### src/hw/rtl/iirl_pkg.sv
// Shared types and codes for the indexed insert/remove list.
package iirl_pkg;

	localparam int DATA_W = 32;
	localparam int IDX_W  = 8;

	localparam logic [2:0] REQ_PUSH   = 3'd0;
	localparam logic [2:0] REQ_POP    = 3'd1;
	localparam logic [2:0] REQ_SET    = 3'd2;
	localparam logic [2:0] REQ_GET    = 3'd3;
	localparam logic [2:0] REQ_INSERT = 3'd4;
	localparam logic [2:0] REQ_REMOVE = 3'd5;

	typedef struct packed {
		logic [2:0]              req_type;
		logic [IDX_W-1:0]        position;
		logic signed [DATA_W-1:0] item_value;
	} req_t;

	typedef struct packed {
		logic signed [DATA_W-1:0] read_value;
		logic signed [DATA_W-1:0] front_value;
		logic signed [DATA_W-1:0] back_value;
		logic [6:0]              entry_count;
		logic                    is_empty;
		logic                    full_refused;
	} rsp_t;

	// Broadcast to every cell in the transfer cycle.
	typedef struct packed {
		logic                    load;
		logic                    shift_up;
		logic                    shift_down;
		logic [IDX_W-1:0]        idx;
		logic signed [DATA_W-1:0] item_value;
	} cell_ctl_t;

	// Readout selects, valid after the update.
	typedef struct packed {
		logic [IDX_W-1:0] rd_idx;
		logic [IDX_W-1:0] bk_idx;
	} sel_t;

endpackage

### src/hw/rtl/iirl_cell.sv
// One list entry: holds a value, loads, or takes a neighbor's value on a shift.
module iirl_cell #(
	parameter int IDX = 0
) (
	input  logic                              clk,
	input  iirl_pkg::cell_ctl_t               ctl,
	input  iirl_pkg::sel_t                    sel,
	input  logic signed [iirl_pkg::DATA_W-1:0] lower,
	input  logic signed [iirl_pkg::DATA_W-1:0] upper,
	output logic signed [iirl_pkg::DATA_W-1:0] value,
	output logic [iirl_pkg::DATA_W-1:0]       rd_part,
	output logic [iirl_pkg::DATA_W-1:0]       bk_part
);
	import iirl_pkg::*;

	localparam logic [IDX_W-1:0] MY_IDX = IDX_W'(IDX);

	logic signed [DATA_W-1:0] value_q;

	always_ff @(posedge clk) begin
		priority if (ctl.load && ctl.idx == MY_IDX) begin
			value_q <= ctl.item_value;
		end else if (ctl.shift_up && MY_IDX > ctl.idx) begin
			value_q <= lower;
		end else if (ctl.shift_down && MY_IDX >= ctl.idx) begin
			value_q <= upper;
		end
	end

	assign value   = value_q;
	assign rd_part = (sel.rd_idx == MY_IDX) ? value_q : '0;
	assign bk_part = (sel.bk_idx == MY_IDX) ? value_q : '0;

endmodule

### config.mk
export PLATFORM = sky130hd
export DESIGN_NAME = iirl_cell
export DESIGN_NICKNAME = d
export VERILOG_FILES = /design/src/hw/rtl/iirl_pkg.sv /design/src/hw/rtl/iirl_cell.sv
export SDC_FILE = /design/constraint.sdc
export NUM_CORES = 1
export LEC_CHECK = 0
export ABC_AREA = 0
export BUFFER_PORTS_ARGS = -buffer_cell sky130_fd_sc_hd__buf_2
export CORE_ASPECT_RATIO = 0.75
export CORE_MARGIN = 5
export CORE_UTILIZATION = 35
export CTS_CLUSTER_DIAMETER = 30
export DETAILED_ROUTE_END_ITERATION = 8
export PLACE_DENSITY_LB_ADDON = 0.15
export SYNTH_ARGS = -nofsm -noshare
export SYNTH_HDL_FRONTEND = slang
export SYNTH_SLANG_ARGS = --single-unit
### constraint.sdc
create_clock -name clk -period 1.81 [get_ports clk]
set_input_delay 0 -clock clk [delete_from_list [all_inputs] [get_ports clk]]
set_output_delay 0 -clock clk [all_outputs]
set_load 0.02 [all_outputs]
Word level (Yosys, flattened, before mapping)

Cells that the tools add are included.

Register bits after elaboration: 32
Output and inout bits: 96
Input bits: 124
Logic and storage cells: 15

Order comparisons: 2
Multiplexer cells: 5
Reductions and logical operators: 7

Operator list:

| cell                                                                               | number |
|---|---|
| 32-bit two-way mux                                                                 | 5 |
| 8-bit zero test                                                                    | 3 |
| 1-bit by 8-bit greater-or-equal comparator with 1-bit output, first input constant | 1 |
| 1-bit by 8-bit > comparator with 1-bit output, first input constant                | 1 |
| 1-bit logical AND                                                                  | 3 |
| 3-bit nonzero test                                                                 | 1 |

Depth between registers and ports, before layout

Depth after elaboration: 5
Depth in mapped cells: 4
Gate-level depth less buffers: 3

Worst setup path after synthesis

No wires, ideal clock.

Kind: input-to-reg
From: in ctl[37] (netlist bit)
To: reg value_q[0] (netlist: value[0]) (enable)
Slack: 316 ps
Stages on the path: 2
Data arrival time: 1107 ps
Setup time: 387 ps
Data required time: 1423 ps
Cells stage by stage: nor4_2 -> o211a_1

Longest elaborated chain between the ends: 3
Elaborated cells on any way between the ends: 7
Those cells by class: 2 x order compare; 5 x reduce/logical

Ends and longest elaborated chain:

| what                                                                  | RTL line                                          | text |
|---|---|---|
| start: declaration                                                    | iirl_cell.sv:6                                    | `input iirl_pkg::cell_ctl_t ctl,` |
| 1-bit by 8-bit > comparator with 1-bit output (tied with other cells) | iirl_cell.sv:23                                   | `end else if (ctl.shift_up && MY_IDX > ctl.idx) begin` |
| 1-bit logical AND (on tied branches)                                  | iirl_cell.sv:23, iirl_cell.sv:21, iirl_cell.sv:25 |  |
| 3-bit nonzero test (no source line) (*)                               | -                                                 |  |
| end signal: assignment                                                | iirl_cell.sv:22                                   | `value_q <= ctl.item_value;` |
| end signal: assignment                                                | iirl_cell.sv:24                                   | `value_q <= lower;` |
| end signal: assignment                                                | iirl_cell.sv:26                                   | `value_q <= upper;` |
| end: declaration                                                      | iirl_cell.sv:18                                   | `logic signed [DATA_W-1:0] value_q;` |

Mark *: on every way between the ends. The rest lies on a longest branch, timed or not.
A chain may end at the register's enable or synchronous reset.

Final worst setup path

From: in sel[4] (netlist bit)
To: out bk_part[16] (netlist bit)

Longest elaborated chain between the ends: 2

Ends and longest elaborated chain:

| what               | RTL line        | text |
|---|---|---|
| start: declaration | iirl_cell.sv:7  | `input iirl_pkg::sel_t sel,` |
| 8-bit zero test    | iirl_cell.sv:32 | `assign bk_part = (sel.bk_idx == MY_IDX) ? value_q : '0;` |
| 32-bit two-way mux | iirl_cell.sv:32 |  |
| end: declaration   | iirl_cell.sv:12 | `output logic [iirl_pkg::DATA_W-1:0] bk_part` |

Every way passes these cells.

==> parameters.txt <==
Parameter                              Value

Run status
  Outcome    finished clean

STA
  Final-report max-slew violation count    0
  # setup viols final    0
  Unrepaired setup endpoints after global routing    false
  Minimum period implied by the final worst setup slack    1.298 ns
  Final sum of negative setup slack    0 ns
  Rel. slew slack    0.8009
  Final Hold Viols    0
  Part of the cycle the worst path needs    0.7173
  Transition at the pin with the smallest max-transition slack    0.2961 ns
  Timing-limited maximum frequency    770.3 MHz

Place
  # port buffers    186
  Post-detailed-placement half-perimeter wirelength    4592 um
  Routability congestion estimate from global placement    0.7883

Setup path
  Max Fanout on Critical Path    20
  Critical path class    input pin to output port
  Worst setup path startpoint    sel[4]
  Critical path startpoint category    input pin
  Critical Path End    bk_part[16]
  Kind of end point of the critical path    output port
  Slowest stage cell on the critical path    sky130_fd_sc_hd__or4_1
  Slowest stage delay, CP    0.51 ns
  Cell-by-cell listing of the critical path    buf_2 -> or4_1 -> nor2_2 -> buf_4 -> and2_2 -> buf_2
  Crit path buffers/inverters    3
  CP required    1.81 ns
  Total stage count of the critical path    6
  Arrival time at the worst endpoint    1.30 ns
  Cell seen most often among critical-path stages    sky130_fd_sc_hd__buf_2
  Crit path max-delay family    simple AND/OR/NAND/NOR gates

Synth
  Total standard cell area after synthesis    0.002021 sq mm
  Seq/Total Area, Yosys    0.4755
  Area share of the largest cell type after synthesis    0.4755
  Warning count from the yosys run    0
  Synth Instances    147
  Count of state elements after synthesis    32
  Cell types with the largest area share after synthesis    sky130_fd_sc_hd__edfxtp_1 (48%), sky130_fd_sc_hd__mux2_4 (22%), sky130_fd_sc_hd__and2_1 (13%)
  Mean instance size in the synthesized netlist    13.75 sq um
  Largest area contributor in the synthesized netlist    sky130_fd_sc_hd__edfxtp_1
  Cell variety after synth    13
  Net count after synthesis    271

GRT
  Global-route met2 utilization    0.2544
  Busiest layer in global routing    met2
  Met1 Use GR    0.1547
  Number of global-route vias before repair    1,677
  Met3 track utilization from global routing    0.05215
  Largest net degree at the start of global routing    33
  Global-route total usage across every layer    0.1383
  Wire length of the first global-routing pass    8038 um
  Remaining global-route overflow    0
  Number of antenna violations at the first check in global routing    0

CTS
  Post-CTS setup buffer count    0
  Resize count post-CTS    0
  Max clock buf depth    2
  Clock tree from TritonCTS    done
  Cell at the root of the clock tree    sky130_fd_sc_hd__clkbuf_8
  Number of levels in the clock H-tree    2
  Clock buffers created by TritonCTS    5
  Number of buffers inserted for hold repair after clock tree synthesis    0
  Number of sinks on the clock net    32
  Clock-pin slew on the worst setup and hold paths    0.06 ns

Power
  Power density over the cells    473.1 mW/mm^2
  Post-layout power    1.478 mW
  Reported leakage power    1.733 nW
  IR Drop Worst-Case VDD    0.2055 mV

Floorplanning
  Die Width    97.74 um
  Top-Level Pins    220
  Die Y    75.81 um
  Initial standard-cell utilization of the core    0.3542
  Die outline area    0.007409 sq mm
  Core area    0.005705 sq mm
  Site Rows    24

Worst hold path
  Path category of the worst min-delay check    input pin to flop

Final layout
  Ratio of cells with drive above 1 in the final layout    0.7596
  Total of fill cells in the finished design    506
  Number of flip-flops in the largest register    32
  Final-stage net count    461
  Final antenna diode count    0
  Layout Area Growth over Synthesis    54.61%

Route
  Residual antenna-violating net count after detailed routing    0
  Post-DR vias/cell    4.253
  Drt initial violations    33
  Drt drc    0
  Post-DR wirelength/cell    13.35 um
  Total number of vias    1,765
  Total wire length    5541 um
  Router iterations before antenna repair    4

Run
  Number of max-cap violations    0
-- through the flow --
stage / instance area (sq um) / hold slack [ns] / instances / utilization / setup WS [ns]
5_1_grt: 3124 / 0.0009012 / 415 / 0.5476 / 0.4297
4_1_cts: 3124 / 0.009761 / 415 / 0.5476 / 0.4967
6_report: 3124 / 0.02142 / 415 / 0.5476 / 0.5117
3_5_place_dp: 3048 / 0.3031 / 408 / 0.5342 / 0.2964
3_3_place_gp: 3048 / 0.2997 / 408 / 0.5342 / 0.3074
2_1_floorplan: 2021 / 0.2175 / 147 / - / 0.3158
-- report_power, final --
| group | leakage (nW) | internal [mW] | switching [mW] |
|---|---|---|---|
| Clock | 0.0391 | 0.253 | 0.237 |
| Sequential | 0.288 | 0.818 | 0.00122 |
| Combinational | 1.41 | 0.121 | 0.0478 |
| Total | 1.73 | 1.19 | 0.286 |
-- placed cells by master, fill, tap and decap left out --
cell                       Yosys  layout
sky130_fd_sc_hd__buf_2         0     186
sky130_fd_sc_hd__and2_1       42      42
sky130_fd_sc_hd__edfxtp_1     32      32
sky130_fd_sc_hd__mux2_4       30      30
sky130_fd_sc_hd__and2_2       22      22
sky130_fd_sc_hd__clkbuf_8      0       5
sky130_fd_sc_hd__or4_1         4       4
sky130_fd_sc_hd__buf_4         3       4
sky130_fd_sc_hd__nor4_2        2       2
sky130_fd_sc_hd__nor2_2        2       2
sky130_fd_sc_hd__mux2_2        2       2
sky130_fd_sc_hd__clkinv_1      0       2
sky130_fd_sc_hd__buf_12        0       2
sky130_fd_sc_hd__nand3_2       1       1
sky130_fd_sc_hd__o211a_1       1       1
-- area by class of cell --
type | count | area, sq um | area share
clock buffer | 5 | 68.82 | 0.02203
clock inverter | 2 | 7.507 | 0.002403
multi-input combinational | 106 | 988.4 | 0.3164
sequential | 32 | 960.9 | 0.3076
tap | 78 | 97.59 | 0.03124
timing repair buffer | 192 | 1001 | 0.3204
-- cells by family (layout without fill, tap and decap cells) --
family,count (synthesis),count (layout),share of synthesized area
DFF,32,32,0.4755
and+or+nand+nor,73,73,0.2502
muxes,32,32,0.2341
AOI/OAI and AO/OA,1,1,0.004954
buffers and inverters,9,199,0.03529
-- routing by layer --
layer,part of all wire,wire (um)
met3,0.10,561
met5,0,0
met1,0.37,2076
met2,0.52,2866
met4,0.0065,36
-- cell usage after synthesis --
cell type / number
sky130_fd_sc_hd__edfxtp_1: 32
sky130_fd_sc_hd__or4_1: 4
sky130_fd_sc_hd__nor2_2: 2
sky130_fd_sc_hd__buf_6: 3
sky130_fd_sc_hd__clkbuf_2: 3
sky130_fd_sc_hd__mux2_2: 2
sky130_fd_sc_hd__and2_1: 42
sky130_fd_sc_hd__nor4_2: 2
sky130_fd_sc_hd__and2_2: 22
sky130_fd_sc_hd__mux2_4: 30
sky130_fd_sc_hd__o211a_1: 1
sky130_fd_sc_hd__nand3_2: 1
sky130_fd_sc_hd__buf_4: 3
-- worst min path at each step --
stage               startpoint             endpoint  slack, ns  cells past startpoint
finish                 ctl[13]  value[13]$_DFFE_PP_       0.02                      2
global route           ctl[13]  value[13]$_DFFE_PP_     0.0009                      2
CTS                    ctl[11]  value[11]$_DFFE_PP_       0.01                      2
detailed placement     ctl[13]  value[13]$_DFFE_PP_       0.30                      2
global placement      upper[7]   value[7]$_DFFE_PP_       0.30                      2
floorplan             upper[0]   value[0]$_DFFE_PP_       0.22                      1
(Power assumes the default switching activity.)
